### src/hw/rtl/fpr_pkg.sv
// Shared types and constants of the fast-packet reassembler.
package fpr_pkg;

  typedef struct packed {
    logic [7:0]  src_addr;
    logic [17:0] group_number;
    logic [3:0]  byte_count;
    logic [31:0] time_ms;
    logic [7:0]  byte_0;
    logic [7:0]  byte_1;
    logic [7:0]  byte_2;
    logic [7:0]  byte_3;
    logic [7:0]  byte_4;
    logic [7:0]  byte_5;
    logic [7:0]  byte_6;
    logic [7:0]  byte_7;
  } frame_t;

  typedef struct packed {
    logic [1:0]  status;
    logic [7:0]  msg_source;
    logic [17:0] msg_group;
    logic [7:0]  msg_length;
    logic [4:0]  word_index;
    logic [63:0] data_word;
    logic        last;
    logic [31:0] dropped_total;
  } result_t;

  localparam logic [1:0] ST_OPEN     = 2'd0;
  localparam logic [1:0] ST_WORD     = 2'd1;
  localparam logic [1:0] ST_REJECTED = 2'd2;
  localparam logic [1:0] ST_SHORT    = 2'd3;

  localparam logic [15:0] TIMEOUT_RESET = 16'd2000;

endpackage

### src/hw/rtl/fpr_front.sv
// Front end: frame queue that decouples frame intake from session processing.
module fpr_front import fpr_pkg::*; #(
  parameter int DEPTH = 4
) (
  input  logic   clk,
  input  logic   rst,
  input  logic   push,
  output logic   full,
  input  frame_t frame,
  output logic   avail,
  input  logic   take,
  output frame_t head
);

  localparam int AW = (DEPTH > 1) ? $clog2(DEPTH) : 1;

  frame_t           mem [DEPTH];
  logic [AW-1:0]    wr_ptr;
  logic [AW-1:0]    rd_ptr;
  logic [AW:0]      count;
  logic             do_push;
  logic             do_take;

  assign full    = (count == (AW+1)'(DEPTH));
  assign avail   = (count != '0);
  assign do_push = push && !full;
  assign do_take = take && avail;
  assign head    = mem[rd_ptr];

  always_ff @(posedge clk) begin
    if (do_push) begin
      mem[wr_ptr] <= frame;
    end
  end

  always_ff @(posedge clk) begin
    if (rst) begin
      wr_ptr <= '0;
      rd_ptr <= '0;
      count  <= '0;
    end else begin
      if (do_push) begin
        wr_ptr <= (wr_ptr == AW'(DEPTH - 1)) ? '0 : wr_ptr + 1'b1;
      end
      if (do_take) begin
        rd_ptr <= (rd_ptr == AW'(DEPTH - 1)) ? '0 : rd_ptr + 1'b1;
      end
      count <= count + (AW+1)'(do_push) - (AW+1)'(do_take);
    end
  end

  assert property (@(posedge clk) disable iff (rst) count <= (AW+1)'(DEPTH))
    else $error("frame queue count beyond depth");
  assert property (@(posedge clk) disable iff (rst) full |-> avail)
    else $error("full queue reports no frame");
  assert property (@(posedge clk) disable iff (rst)
      (do_push && !do_take) |=> count == $past(count) + 1'b1)
    else $error("frame queue count did not advance");

endmodule

### config.mk
export PLATFORM = sky130hd
export DESIGN_NAME = fpr_front
export DESIGN_NICKNAME = d
export VERILOG_FILES = /design/src/hw/rtl/fpr_pkg.sv /design/src/hw/rtl/fpr_front.sv
export SDC_FILE = /design/constraint.sdc
export NUM_CORES = 1
export LEC_CHECK = 0
export BUFFER_PORTS_ARGS = -buffer_cell sky130_fd_sc_hd__buf_2
export CORE_MARGIN = 2
export CORE_UTILIZATION = 25
export CTS_BUF_LIST = sky130_fd_sc_hd__clkbuf_16
export DETAILED_ROUTE_END_ITERATION = 8
export PLACE_DENSITY_LB_ADDON = 0.2
export SLEW_MARGIN = 20
export SYNTH_ARGS = -nofsm -noshare
export SYNTH_HDL_FRONTEND = slang
export SYNTH_SLANG_ARGS = --single-unit
### constraint.sdc
create_clock -name clk -period 5.8 [get_ports clk]
set_input_delay 1.45 -clock clk [delete_from_list [all_inputs] [get_ports clk]]
set_output_delay 1.45 -clock clk [all_outputs]
set_load 0.03 [all_outputs]
After elaboration in Yosys (flattened, before gate mapping)
Memory sizes are Yosys's and may differ from the RTL's. A register that Yosys moved wholly into a read port is not among the register bits.
Index checks and enable logic that the tools add are counted.
{ "classes": {"reduce_logical": 4, "add_sub_neg": 4, "muxes": 6, "n_eq_ne": 3} }
{ "op_table": {"columns": ["operator", "n"], "rows": [
  ["2-bit two-way mux", 4],
  ["2-bit by 1-bit adder with 2-bit output, second input constant", 2],
  ["2-bit == test, second input constant", 2],
  ["3-bit by 1-bit adder with 3-bit output", 1],
  ["3-bit == test, second input constant", 1],
  ["3-bit nonzero test", 1],
  ["3-bit by 1-bit subtractor with 3-bit output", 1],
  ["1-bit logical AND", 2],
  ["1-bit two-way mux", 2],
  ["1-bit logical NOT", 1]
]} }
{ "totals": {"ram_bits": 504, "register_bits": 7, "n_memories": 1, "wordCells": 21, "out_inout_bits": 128} }
{ "mem_list": {"columns": ["name", "words", "width", "read_ports", "rd_clocked_by_memory_dff", "write_ports", "line", "rtl"], "rows": [
  ["mem", 4, 126, 1, 1, 1, "fpr_front.sv:17", "frame_t mem [DEPTH];"]
]} }

Longest topological paths before layout
{ "logic_depth": {"ltp_word": 5, "ltp_mapped": 12, "ltp_nobuf": 11} }

Worst setup path after synthesis
OpenSTA, ideal clock, no wires.
{ "synth_path": {"kind": "in2reg", "start": "input port push", "end": "memory mem[3][0] (netlist bit) (enable)", "t_required_ps": 5299, "path_slack_ps": 898, "setup_time_ps": 501, "n_path_buf": 0, "arrival_ps": 4402, "stages": 1, "path_cell_list": "and3_1"} }
{ "synth_between": {"elab_chain_cells": 3} }
{ "synth_lines": {"columns": ["element", "line", "rtl"], "rows": [
  ["start, declared", "fpr_front.sv:7", "input logic push,"],
  ["1-bit logical AND", "fpr_front.sv:26", "assign do_push = push && !full;"],
  ["1-bit two-way mux", "fpr_front.sv:31", "if (do_push) begin"],
  ["1-bit two-way mux (not written as such)", "fpr_front.sv:32", "mem[wr_ptr] <= frame;"],
  ["end, declared", "fpr_front.sv:17", null]
]} }
Every way passes these cells.

==> flow_metrics.py <==
metrics = {
    "sta": {
        "finalSetupTns_ns": 0,
        "maxSlewHeadroom_pct": 34.6,
        "fin_crit_sh_pct": 72.2,
        "hold_violations": 0,
        "max_freq_mhz": 239,
        "final_max_slew_viol_count": 0,
        "grt_setup_unrepaired": "false",
        "worst_slew_pin_slew_ns": 0.982,
        "hold_slack_ns": 0.496,
        "post-route-min-period_ns": 4.19,
        "timing.final.setup_violations": 0,
        "finClkSkew_ns": 0.0197,
    },
    "synthesis": {
        "yosys_register_bits": 513,
        "yosys_warnings": 0,
        "yosysUniqueCellTypes": 26,
        "syn_inst": 709,
        "synth_area_leaders": "edfxtp_1, mux4_2, dfxtp_1, ha_1, buf_2",
        "synthesis.nets": 847,
        "avgSynthCellArea_um2": 26.3,
        "synth_area_um2": 18600,
        "ys_seq_area_share_pct": 82.2,
        "synth_area_leader_cell": "edfxtp_1",
        "yosysTopAreaCellShare_pct": 81.2,
    },
    "floorplanning": {
        "io-pin-count": 258,
        "core_um2": 74100,
        "initial_core_util_pct": 25.2,
        "die_h_um": 277,
        "row_count": 100,
        "die_x_um": 277,
        "dieArea_um2": 76700,
    },
    "power_and_ir_drop": {
        "p_leak_uw": 0.00754,
        "p_per_area_nw_per_um2": 466,
        "ir_drop_v": 0.000219,
    },
    "clock_tree": {
        "cts-root-buf": "clkbuf_16",
        "tritoncts": "done",
        "insertion_delay_ns": 0.60,
        "ctsResizeCount": 0,
        "path_clk_slew_ns": 0.06,
        "clock-sinks": 513,
        "clockBufferDepth": 3,
        "postCtsSetupBuffers": 0,
        "htreeDepth": 2,
        "cts_made_buffers": 57,
        "cts_hold_buf": 0,
    },
    "setup_path": {
        "path_max_fanout": 35,
        "crit_chain": "buf_4 > mux4_2 > buf_2",
        "crit_type": "reg -> out",
        "slowest_stage": "dfxtp_4",
        "required_ns": 4.35,
        "crit_path_end_kind": "primary output",
        "max_stage_delay_ns": 0.92,
        "arrival_ns": 2.74,
        "cp-start-kind": "flip-flop",
    },
    "outcome": {
        "status": "finished clean",
    },
    "routing": {
        "route.vias.total": 8464,
        "firstDrtPassIters": 6,
        "remaining_drc_errors": 0,
        "drt_iter0_drc": 509,
        "routed_wl_um": 41800,
        "wl_per_cell_um": 20.7,
        "vias_per_cell": 4.18,
        "antenna_left": 0,
    },
    "cells_and_area": {
        "drive_gt1_share_pct": 45.8,
        "multi_input_area_um2": 3120,
        "fillCellCount": 7199,
        "nNetsFinal": 1151,
        "area_delta_synth_final_pct": 22.9,
        "ff_latch_area_um2": 15300,
        "most-common-layout-cells": "edfxtp_1, buf_2, mux4_2",
        "layout_commonest_cell": "edfxtp_1",
    },
    "global_route": {
        "overflow": 0,
        "grt_pass1_wl_um": 61900,
        "grt_pass1_vias": 9376,
        "grt_usage_pct": 10.8,
        "antenna_found_initial": 8,
        "grt_max_degree": 59,
    },
    "place": {
        "port_buffers": 257,
        "gp_congestion": 0.664,
        "dp_hpwl_um": 24600,
    },
    "hold_path": {
        "min_path_type": "reg -> reg",
    },
    "job": {
        "maxCapViolations": 0,
    },
}
## cell families (layout without fill, tap and decap cells)
logic type               Yosys count  in the layout  synth area share, %
other                              0              1                    0
AND/OR/NAND/NOR                   18             18                0.551
XOR/XNOR                           1              1               0.0470
AO/OA/AOI/OAI                      5              5                0.201
adder cells (fa/ha/maj)            8              8                0.577
flip-flops                       513            513                 82.2
multiplexers                     127            127                 15.3
buffers and inverters             37            383                 1.17
## path summary, 6_finish.rpt
| check | startpoint | to | slack (ns) | cells past startpoint |
|---|---|---|---|---|
| worst max-delay path | flip-flop | head[61] | 1.61 | 3 |
| worst min-delay path | rd_ptr[0]$_SDFFE_PP0N_ | flip-flop | 0.50 | 2 |
| worst max register to register | count[1]$_SDFF_PP0_ | mem[2][89]$_DFFE_PP_ | 3.19 | 3 |
| worst min register to register | rd_ptr[0]$_SDFFE_PP0N_ | flip-flop | 0.50 | 2 |
## sequential cells by signal, summed over array words and instances, names as in the netlist, named ones only
register  flops
count         3
mem         504
rd_ptr        2
wr_ptr        2
## cells in the mapped netlist
library cell	instances
dfxtp_1	9
or3b_1	1
nand2_1	1
clkbuf_1	9
o31ai_2	1
ha_1	7
a21o_1	1
nand3_1	2
buf_6	2
and2_4	1
mux4_2	126
nor2b_1	1
inv_1	7
and2_1	1
edfxtp_1	504
buf_8	4
fa_1	1
xor2_1	1
mux2i_1	1
nor3_1	2
or3_1	2
buf_2	15
and3_1	4
nor2_1	3
o31ai_1	1
a21oi_1	2
## where the power goes
| group | internal (µW) | switching, µW |
|---|---|---|
| clock network | 1900 | 1410 |
| logic | 958 | 1690 |
| registers | 4530 | 169 |
## worst max-delay path: cells and delay by family, from the launching register on
family	cells	cell delay (ns)
buffers and inverters	2	0.64
DFF	1	0.92
muxes	1	0.56
## stage by stage
stage               util, %  std cells  power, µW  setup WS (ns)  cell area [µm²]
global route           30.9       2024      11200           1.38            22900
CTS                    30.9       2024      10900           1.43            22900
floorplan                 -        709       6670          0.898            18600
finish                 30.9       2025      10700           1.61            22900
global placement       28.6       1923       7520           2.10            21200
detailed placement     28.6       1923       7540           2.11            21200
## layout make-up
cell class | count | share of cell area, %
Multi-Input combinational cell | 159 | 13.6
Clock inverter | 44 | 1.25
Clock buffer | 57 | 6.23
Tap cell | 969 | 5.29
Sequential cell | 513 | 66.9
Antenna cell | 1 | 0.0109
Inverter | 7 | 0.115
Timing Repair Buffer | 275 | 6.59
## metal layers
metal  global-route usage [%]  share of wire [%]  wire length, µm  vias up
li1                         -                  -                -     3682
met1                     13.8                 43            17900     4476
met2                     17.6                 48            20100      206
met3                     3.64                6.5             2710       84
met4                     3.09                2.4              997       16
met5                        0               0.24               99        -
Power figures use the tool's default switching activity.
